**config.mk**
```make
export PLATFORM = sky130hd
export DESIGN_NAME = psue_ctrl
export DESIGN_NICKNAME = d
export VERILOG_FILES = /design/src/rtl/psue_pkg.sv /design/src/rtl/psue_ctrl.sv
export SDC_FILE = /design/constraint.sdc
export NUM_CORES = 1
export LEC_CHECK = 0
export BUFFER_PORTS_ARGS = -buffer_cell sky130_fd_sc_hd__clkbuf_2
export CELL_PAD_IN_SITES_DETAIL_PLACEMENT = 0
export CELL_PAD_IN_SITES_GLOBAL_PLACEMENT = 1
export CORE_ASPECT_RATIO = 0.75
export CORE_UTILIZATION = 35
export DETAILED_ROUTE_END_ITERATION = 6
export GPL_ROUTABILITY_DRIVEN = 0
export PLACE_DENSITY_LB_ADDON = 0.1
export SYNTH_ARGS = -nofsm -noshare
export SYNTH_HDL_FRONTEND = slang
export SYNTH_SLANG_ARGS = --single-unit
```
**constraint.sdc**
```tcl
create_clock -name clk -period 1.8 [get_ports clk]
set_input_delay 0.18 -clock clk [delete_from_list [all_inputs] [get_ports clk]]
set_output_delay 0.18 -clock clk [all_outputs]
set_load 0.05 [all_outputs]
```
**src/rtl/psue_pkg.sv**
```systemverilog
// psue_pkg: shared types, codes and constants of the swarm update engine
// no dependencies
`default_nettype none
package psue_pkg;
	localparam int PARTICLES_DEF = 64;
	localparam int DIMS_DEF = 4;
	localparam logic [15:0] GAIN_RESET = 16'd8192;
	localparam logic [16:0] FIFTH_Q16 = 17'd13107;

	typedef enum logic [2:0] {
		CMD_BOUNDS = 3'd0,
		CMD_LOAD   = 3'd1,
		CMD_FIT    = 3'd2,
		CMD_CLOSE  = 3'd3,
		CMD_MOVE   = 3'd4,
		CMD_READ   = 3'd5
	} cmd_t;

	localparam logic [0:0] REG_COG = 1'b0;
	localparam logic [0:0] REG_SOC = 1'b1;

	// controller to datapath
	typedef struct packed {
		logic       capture;   // latch the input item
		logic       rd_cur;    // read memories at the item's index
		logic       rd_copy;   // read position at the copy index
		logic       step_copy; // advance copy counter
		logic       wr_pbest;  // write copied position into personal best
		logic       wr_gbest;  // write copied position into global best
		logic       exec;      // apply the command's scalar effects
		logic       mul1;      // move: first multiply stage
		logic       mul2;      // move: sum stage
		logic       mul3;      // move: clamp and write back
		logic       load_out;  // fill the output register
	} ctl_t;

	// datapath to controller
	typedef struct packed {
		cmd_t cmd;
		logic bad_index;
		logic pimp;
		logic gimp;
		logic copy_last;
	} sts_t;
endpackage
`default_nettype wire

```
**src/rtl/psue_ctrl.sv**
```systemverilog
// psue_ctrl: command sequencer of the swarm update engine
// depends on psue_pkg
`default_nettype none
module psue_ctrl (
	input  wire logic            clk,
	input  wire logic            arst_n,
	input  wire logic            in_valid,
	output logic                 in_ready,
	output logic                 out_valid,
	input  wire logic            out_ready,
	input  wire psue_pkg::sts_t  sts,
	output psue_pkg::ctl_t       ctl
);
	import psue_pkg::*;

	typedef enum logic [7:0] {
		S_IDLE = 8'b0000_0001,
		S_RD   = 8'b0000_0010,
		S_COPY = 8'b0000_0100,
		S_M1   = 8'b0000_1000,
		S_M2   = 8'b0001_0000,
		S_M3   = 8'b0010_0000,
		S_FIN  = 8'b0100_0000,
		S_OUT  = 8'b1000_0000
	} state_t;

	state_t state_q, state_d;
	logic copy_wr_q;   // a copy read is in flight
	logic copy_rd_q;   // issue copy reads

	always_comb begin
		state_d = state_q;
		ctl = '0;
		in_ready = (state_q == S_IDLE) || (state_q == S_OUT && out_ready);
		out_valid = (state_q == S_OUT);
		case (state_q)
			S_IDLE, S_OUT: begin
				if (in_valid && in_ready) begin
					ctl.capture = 1'b1;
					state_d = S_RD;
				end else if (state_q == S_OUT && out_ready) begin
					state_d = S_IDLE;
				end
			end
			S_RD: begin
				ctl.rd_cur = 1'b1;
				if (!sts.bad_index && sts.cmd == CMD_MOVE) begin
					state_d = S_M1;
				end else if (!sts.bad_index &&
						((sts.cmd == CMD_FIT && sts.pimp) ||
						(sts.cmd == CMD_CLOSE && sts.gimp))) begin
					ctl.rd_copy = 1'b1;
					state_d = S_COPY;
				end else begin
					ctl.exec = 1'b1;
					state_d = S_FIN;
				end
			end
			S_COPY: begin
				// read of entry j overlaps write of entry j-1
				ctl.wr_pbest = copy_wr_q && sts.cmd == CMD_FIT;
				ctl.wr_gbest = copy_wr_q && sts.cmd == CMD_CLOSE;
				if (copy_rd_q) begin
					ctl.rd_copy = 1'b1;
					ctl.step_copy = 1'b1;
				end
				if (!copy_rd_q) begin
					ctl.exec = 1'b1;
					state_d = S_FIN;
				end
			end
			S_M1: begin
				ctl.mul1 = 1'b1;
				state_d = S_M2;
			end
			S_M2: begin
				ctl.mul2 = 1'b1;
				state_d = S_M3;
			end
			S_M3: begin
				ctl.mul3 = 1'b1;
				state_d = S_FIN;
			end
			S_FIN: begin
				ctl.rd_cur = 1'b1;
				state_d = S_OUT;
			end
			default: state_d = S_IDLE;
		endcase
		if (state_q == S_FIN) ctl.load_out = 1'b1;
	end

	always_ff @(posedge clk or negedge arst_n) begin
		if (!arst_n) begin
			state_q <= S_IDLE;
			copy_wr_q <= 1'b0;
			copy_rd_q <= 1'b0;
		end else begin
			state_q <= state_d;
			if (state_q == S_RD) begin
				copy_wr_q <= ctl.rd_copy;
				copy_rd_q <= ctl.rd_copy && !sts.copy_last;
			end else if (state_q == S_COPY) begin
				copy_wr_q <= copy_rd_q;
				copy_rd_q <= copy_rd_q && !sts.copy_last;
			end else begin
				copy_wr_q <= 1'b0;
				copy_rd_q <= 1'b0;
			end
		end
	end

	assert property (@(posedge clk) disable iff (!arst_n)
		ctl.load_out |=> out_valid)
		else $error("result not presented after finish");
	assert property (@(posedge clk) disable iff (!arst_n)
		(state_q == S_M1) |=> (state_q == S_M2))
		else $error("move sequence broken");
	assert property (@(posedge clk) disable iff (!arst_n)
		ctl.capture |=> (state_q == S_RD))
		else $error("capture not followed by read");
endmodule
`default_nettype wire

```
==> flow_metrics.tcl, run 1 <==
set metrics [dict create \
    status "complete, but fails checks" \
    violations "setup timing" \
    io_pins 24 \
    skew_ps 1.842 \
    synth_commonest_cells "dfrtp_1 (9), nor2_1 (9), inv_1 (6)" \
    final-hold-violation-count 0 \
    dp_hpwl_um 1406 \
    antenna_cells 0 \
    die_w_um 53.48 \
    setup_violations 12 \
    grtUsageMet3_pct 7.778 \
    synth-seq-cells 10 \
    cts_root_buf "clkbuf_4" \
    htreeDepth 1 \
    setup_ws_ps -215.8 \
    seq_area_frac_synth_pct 36.15 \
    nFillCells 121 \
    yosysTopAreaCell "dfrtp_1" \
    use_met2_pct 36.56 \
    max_stage_delay_ps 390 \
    hold_class "in -> reg" \
    die_area_um2 2172 \
    first_pass_iters 4 \
    synth-async-reset-ratio_pct 100.0 \
    yosys-top-cells-area "dfrtp_1 (32%), nor2_1 (4.9%), nor2b_1 (4.5%)" \
    post-route-min-period_ps 2016 \
    synth_nets 84 \
    yosysUniqueCellTypes 33 \
    synthDominantCellAreaShare_pct 32.37 \
    crit_type "reg -> out" \
    port_buffers 23 \
    grt_pass1_vias 688 \
    power_density_nw_per_um2 1042 \
    clkSlewWorstSetupHoldPaths_ps 60 \
    syn-cell-area_um2 695.7 \
    met1_usage_pct 26.58 \
    initial_core_util_pct 38.53 \
    cp_slowest_cell "dfstp_2" \
    drive_gt1_share_pct 58.06 \
    maxCapViolCount 0 \
    drcViolationCount 0 \
    core_area_um2 1805 \
    ant_nets 0 \
    tightest_slew_ps 406.4 \
    crit_required_ps 1620 \
    area_growth_pct 91.91 \
    rows 13 \
    cts_tree "built" \
    grt_use_total_pct 22.42 \
    post-route-util_pct 73.94 \
    arrival_ps 1840 \
    synthCells 73 \
    rsz0062_at_grt "yes" \
    gr-max-usage-layer "met2" \
    critPathMaxFanout 4 \
    fin_crit_sh_pct 112.0 \
    max_slew_margin_pct 72.55 \
    die_h_um 40.61 \
    cellLeakagePower_nw 0.6464 \
    clock_sinks 10 \
    grt_overflow 0 \
    yosysWarningCount 0 \
    vias 758 \
    critPathBufInv 2 \
    synth_edf_count 0 \
    grt_max_degree 11 \
    avgSynthCellArea_um2 9.530 \
    cts_made_buffers 3 \
    drt-total-wl_um 2097 \
    whs_ps 39.03 \
    wire_per_inst_um 14.36 \
    grt_pass1_wl_um 3084 \
    slew_violations 0 \
    cts_buffer_depth 2 \
    max_freq_ghz 0.4961 \
    cp-start-kind "flop" \
    drt-initial-drc-count 3 \
    fin_nets 136 \
    path_cells "nor4_4, buf_4, nand4_1, o41ai_4, clkbuf_8" \
    avgViaCountPerCell 5.192 \
    cp_top_family "simple AND/OR/NAND/NOR gates" \
    vdd_ir_drop_max_uv 1061 \
    fin_tns_setup_ps -1424 \
    antenna_found_initial 0 \
    worst_setup_path_end_kind "output port" \
    worstSkewPairLatency_ps 280 \
    p_total_w 0.001391 \
    synth_ff_type "dfrtp_1" \
]
-- cell type report --
type                            count  area (um2)  area share (%)
Tap cell                           22       27.53           2.062
Clock buffer                        4       26.28           1.968
Multi-Input combinational cell     56       535.5           40.11
Sequential cell                    10       252.7           18.93
Timing Repair Buffer               48       470.5           35.24
Inverter                            6       22.52           1.687
-- worst register-to-register path, stage by stage (launching register included) --
cell and delay, ps:
dfstp_2 390, nor4_4 340, buf_4 190, nand4_1 250, buf_4 250, buf_6 120, o21ai_4 80, a21o_1 140
-- layout by cell type (no fill, tap or decap), types with 2 or more instances in the layout --
master / count
and3_4: 2
and4b_1: 2
buf_12: 3
buf_4: 22
buf_8: 9
clkbuf_2: 10
clkbuf_4: 3
dfrtp_1: 8
inv_1: 6
nand2b_1: 2
nand3_1: 2
nor2_1: 6
nor2_4: 3
nor2b_1: 4
nor3b_1: 2
nor3b_4: 2
nor4_4: 2
o2111a_1: 2
o41ai_1: 2
xor2_1: 3
-- power breakdown --
| part | internal [W] | total [W] | switching (W) |
|---|---|---|---|
| clock network | 0.0000862 | 0.000169 | 0.0000825 |
| logic | 0.000444 | 0.000923 | 0.000479 |
| registers | 0.000262 | 0.000299 | 0.0000363 |
-- metrics by stage --
stage                     setup WS (ps)  instances  cell area, um2
after floorplan                  -258.6         73           745.7
after global placement           -99.36        132            1023
after detailed placement         -109.6        132            1023
after CTS                        -180.6        146            1291
after global routing             -264.6        146            1335
final                            -215.8        146            1335
-- state kept, by name, summed over array words and instances, names as in the netlist --
signal / cells
state_q: 8
copy_wr_q: 1
copy_rd_q: 1
-- routing by layer --
| layer | share of wire (%) | vias to the layer above | wire [um] |
|---|---|---|---|
| li1 | - | 375 | - |
| met1 | 44 | 359 | 920 |
| met2 | 50 | 18 | 1043 |
| met3 | 3.7 | 6 | 77 |
| met4 | 2.7 | 0 | 56 |
| met5 | 0 | - | 0 |
-- cells by family (layout without fill, tap and decap cells) --
family	Yosys count	in the layout	synth area share (%)
xor gates and xnor gates	3	3	3.778
DFF	10	10	36.15
AOI/OAI and AO/OA	14	14	16.91
and+or+nand+nor	39	39	38.85
buffers and inverters	7	58	4.317
-- path summary, 6_finish.rpt --
| kind | start | end | slack (ps) | cells after the start |
|---|---|---|---|---|
| worst max-delay path | state_q[0] | ctl[8] | -220 | 5 |
| worst min-delay path | sts[0] | copy_rd_q | 40 | 2 |
| worst max register to register | state_q[0] | state_q[7] | -20 | 7 |
| worst min register to register | state_q[0] | state_q[0] | 520 | 2 |
| max in group asynchronous | arst_n | state_q[0] | 1230 | 2 |
| min in group asynchronous | arst_n | state_q[4] | 300 | 2 |
-- what timing repair did --
action / in CTS / in global routing
setup buffers: 9 / 0
endpoints found under the hold margin: 9 / 0
hold buffers: 1 / 0
resized for setup: 32 / 16
endpoints found under the setup margin: 16 / 18
pin swaps: 8 / 4
Note: power is estimated with default switching activity, not from simulation.
==> run 2, diff against run 1 <==
--- a/config.mk
+++ b/config.mk
@@ -6,7 +6,7 @@
 export NUM_CORES = 1
 export LEC_CHECK = 0
 export BUFFER_PORTS_ARGS = -buffer_cell sky130_fd_sc_hd__clkbuf_2
-export CELL_PAD_IN_SITES_DETAIL_PLACEMENT = 0
+export CELL_PAD_IN_SITES_DETAIL_PLACEMENT = 1
 export CELL_PAD_IN_SITES_GLOBAL_PLACEMENT = 1
 export CORE_ASPECT_RATIO = 0.75
 export CORE_UTILIZATION = 35
==> flow_metrics.tcl, run 2 <==
set metrics [dict create \
    postGrtWorstEndpoint "ctl[4]" \
    synth-async-reset-ratio_pct 100.0 \
    dp_hpwl_um 1667 \
    synthDominantCellAreaShare_pct 32.37 \
    synth-seq-cells 10 \
    htreeDepth 1 \
    place_area_um2 1023 \
    lastStage "global routing" \
    clock_sinks 10 \
    synth_commonest_cells "dfrtp_1 (9), nor2_1 (9), inv_1 (6)" \
    syn-cell-area_um2 695.7 \
    status "stopped before the end" \
    synth_compound_area_share_pct 16.91 \
    yosysUniqueCellTypes 33 \
    die_w_um 53.48 \
    die_h_um 40.61 \
    seq_area_frac_synth_pct 36.15 \
    dp.cells 132 \
    antenna_found_initial 0 \
    cts_buffer_depth 2 \
    port_buffers 23 \
    grt_max_degree 11 \
    synthCells 73 \
    synth_top_family_by_area "simple AND/OR/NAND/NOR gates" \
    synth_ff_type "dfrtp_1" \
    io_pins 24 \
    yosysTopAreaCell "dfrtp_1" \
    initial_core_util_pct 38.53 \
    avgSynthCellArea_um2 9.530 \
    synth_edf_count 0 \
    synth_fa_ha_area_share_pct 0 \
    cts_root_buf "clkbuf_4" \
    synth_mux_area_share_pct 0 \
    synth-xor-area-share_pct 3.777 \
    error "[ERROR DPL-0033] detailed placement checks failed during check placement." \
    yosys-top-cells-area "dfrtp_1 (32%), nor2_1 (4.9%), nor2b_1 (4.5%)" \
    endpoint_type "output port" \
    synth_nets 84 \
    yosysWarningCount 0 \
    yosys.area_share.simple_pct 38.85 \
    cts_made_buffers 3 \
    rows 13 \
]
run 2: repair_timing:
item,in CTS
pin swaps,8
gates resized for setup,33
cloned,0
setup buffers,10
setup endpoints to repair,16
hold buffers,1
hold endpoints to repair,9
run 2: kinds of logic after synthesis:
logic type      Yosys count
buf+inv                   7
compound gates           14
xor+xnor                  3
flops                    10
simple gates             39
run 2: through the flow:
stage	setup slack, ps	hold WS (ps)
after floorplan	-258.6	-115.6
after CTS	-196.5	38.89
after detailed placement	-163.5	63.21
after global placement	-99.36	59.24
==> run 3, diff against run 2 <==
==> config.mk (replaced) <==
export PLATFORM = sky130hd
export DESIGN_NAME = psue_ctrl
export DESIGN_NICKNAME = d
export VERILOG_FILES = /design/src/rtl/psue_pkg.sv /design/src/rtl/psue_ctrl.sv
export SDC_FILE = /design/constraint.sdc
export NUM_CORES = 1
export LEC_CHECK = 0
export BUFFER_PORTS_ARGS = -buffer_cell sky130_fd_sc_hd__clkbuf_2
export CORE_AREA = 2 2 63 65
export DETAILED_ROUTE_END_ITERATION = 6
export DIE_AREA = 0 0 65 67
export GPL_ROUTABILITY_DRIVEN = 0
export PLACE_DENSITY_LB_ADDON = 0.15
export SYNTH_ARGS = -nofsm -noshare
export SYNTH_HDL_FRONTEND = slang
export SYNTH_SLANG_ARGS = --single-unit
==> flow_metrics.tcl, run 3 (same netlist as run 1, synthesis figures left out) <==
set metrics [dict create \
    reg_top3 "state_q: 8 flops, copy_rd_q: 1 flops, copy_wr_q: 1 flops" \
    crit_type "reg -> out" \
    worst_setup_path_end_kind "output port" \
    max_freq_ghz 0.5294 \
    stdcell_area_um2 1394 \
    max_stage_delay_ps 430 \
    rows 22 \
    maxCapViolCount 0 \
    core_area_um2 3606 \
    skew_ps 6.407 \
    fin_nets 137 \
    multiInputGateArea_um2 560.5 \
    max_slew_margin_pct 77.10 \
    rsz0062_at_grt "yes" \
    setup_ws_ps -88.82 \
    area_growth_pct 100.4 \
    final_cell_mix "buf_4 (25), clkbuf_2 (10), dfrtp_1 (8), buf_8 (8), inv_1 (6)" \
    wl_met2_um 1083 \
    grt_use_total_pct 10.56 \
    worstSkewPairLatency_ps 230 \
    post-route-min-period_ps 1889 \
    grt_pass1_vias 799 \
    drive_gt1_share_pct 60.80 \
    htreeDepth 1 \
    critPathMaxFanout 3 \
    place_area_um2 1071 \
    arrival_ps 1710 \
    vdd_ir_drop_max_uv 398.2 \
    hold_class "in -> reg" \
    cellLeakagePower_nw 0.6645 \
    first_pass_iters 2 \
    top_layer "met4" \
    place_ws_ps -84.56 \
    antenna_cells 0 \
    met1Wirelength_um 891 \
    grt_max_degree 11 \
    antenna_found_initial 0 \
    ant_nets 0 \
    seqCellArea_um2 252.7 \
    final-hold-violation-count 0 \
    status "complete, but fails checks" \
    crit_required_ps 1620 \
    cts_tree "built" \
    power_density_nw_per_um2 1067 \
    cts_made_buffers 3 \
    layout.cells.most_common "buf_4" \
    cts_buffer_depth 2 \
    grt_pass1_wl_um 3505 \
    cts_root_buf "clkbuf_8" \
    largest_reg_flops 8 \
    die_area_um2 4355 \
    dp.cells 160 \
    dp_hpwl_um 1584 \
    p_total_w 0.001487 \
    met3WireLength_um 74 \
    clock_sinks 10 \
    cp-start-kind "flop" \
    port_buffers 23 \
    die_w_um 65 \
    initial_core_util_pct 19.29 \
    path_cells "nor4_4, nand4b_4, a211o_1, o21ai_2, buf_8" \
    fin_crit_sh_pct 104.9 \
    wire_per_inst_um 12.06 \
    tightest_slew_ps 338.8 \
    largest-register "state_q" \
    setup_violations 9 \
    io_pins 24 \
    drcViolationCount 0 \
    drt-initial-drc-count 14 \
    cp_slowest_cell "dfrtp_2" \
    vias 748 \
    fin_tns_setup_ps -536.3 \
    r2r_slack_ps 100 \
    slew_violations 0 \
    grt_overflow 0 \
    violations "setup timing" \
    instances_no_fill 173 \
    die_h_um 67 \
    drt-total-wl_um 2087 \
    nFillCells 370 \
    avgViaCountPerCell 4.324 \
    clkSlewWorstSetupHoldPaths_ps 50 \
]
[run 3: per-layer routing]
metal,up-vias,global-route usage (%)
met5,-,0
met2,21,18.56
met1,346,12.59
met3,4,1.182
met4,0,5.585
li1,377,-
[run 3: layout make-up]
cell class / count / share of cell area (%)
clock buffers: 4 / 3.232
well taps: 48 / 4.309
multi-input cells: 56 / 40.22
inverters: 6 / 1.616
flip-flops and latches: 10 / 18.13
repair buffers: 49 / 32.50
[run 3: worst max-delay path: cells and delay by family (launching register included)]
family                 cells  cell delay, ps
flip-flops                 1             430
AO/OA/AOI/OAI              2             380
buffers and inverters      1             160
AND/OR/NAND/NOR            2             510
[run 3: final timing paths]
path                         endpoint  cells past startpoint        from
max                            ctl[4]                      5  state_q[3]
min reg2reg                state_q[0]                      3  state_q[0]
max reg2reg                state_q[0]                      6  state_q[0]
min                         copy_rd_q                      2      sts[0]
min in group asynchronous  state_q[5]                      2      arst_n
max in group asynchronous  state_q[0]                      2      arst_n
[run 3: metrics by stage]
step | utilization, % | hold WS, ps
3_5_place_dp | 29.70 | 62.75
2_1_floorplan | - | -115.6
4_1_cts | 36.47 | 102.8
5_1_grt | 38.65 | 103.3
3_3_place_gp | 29.70 | 59.02
6_report | 38.65 | 100.9
[run 3: report_power, final]
part	total (W)	internal, W	leakage [nW]	switching (W)
Clock	0.000229	0.000154	0.0228	0.0000752
Combinational	0.000961	0.000468	0.508	0.000494
Sequential	0.000297	0.000263	0.133	0.0000338
Total	0.00149	0.000885	0.665	0.000603
[run 3: what timing repair did]
action                                 in CTS  in global routing
setup endpoints to repair                  13                 16
buffers inserted                            7                  2
gates resized for setup                    29                 25
hold buffers                                1                  0
cloned                                      0                  0
endpoints found under the hold margin       9                  0
pin swaps                                   8                 11
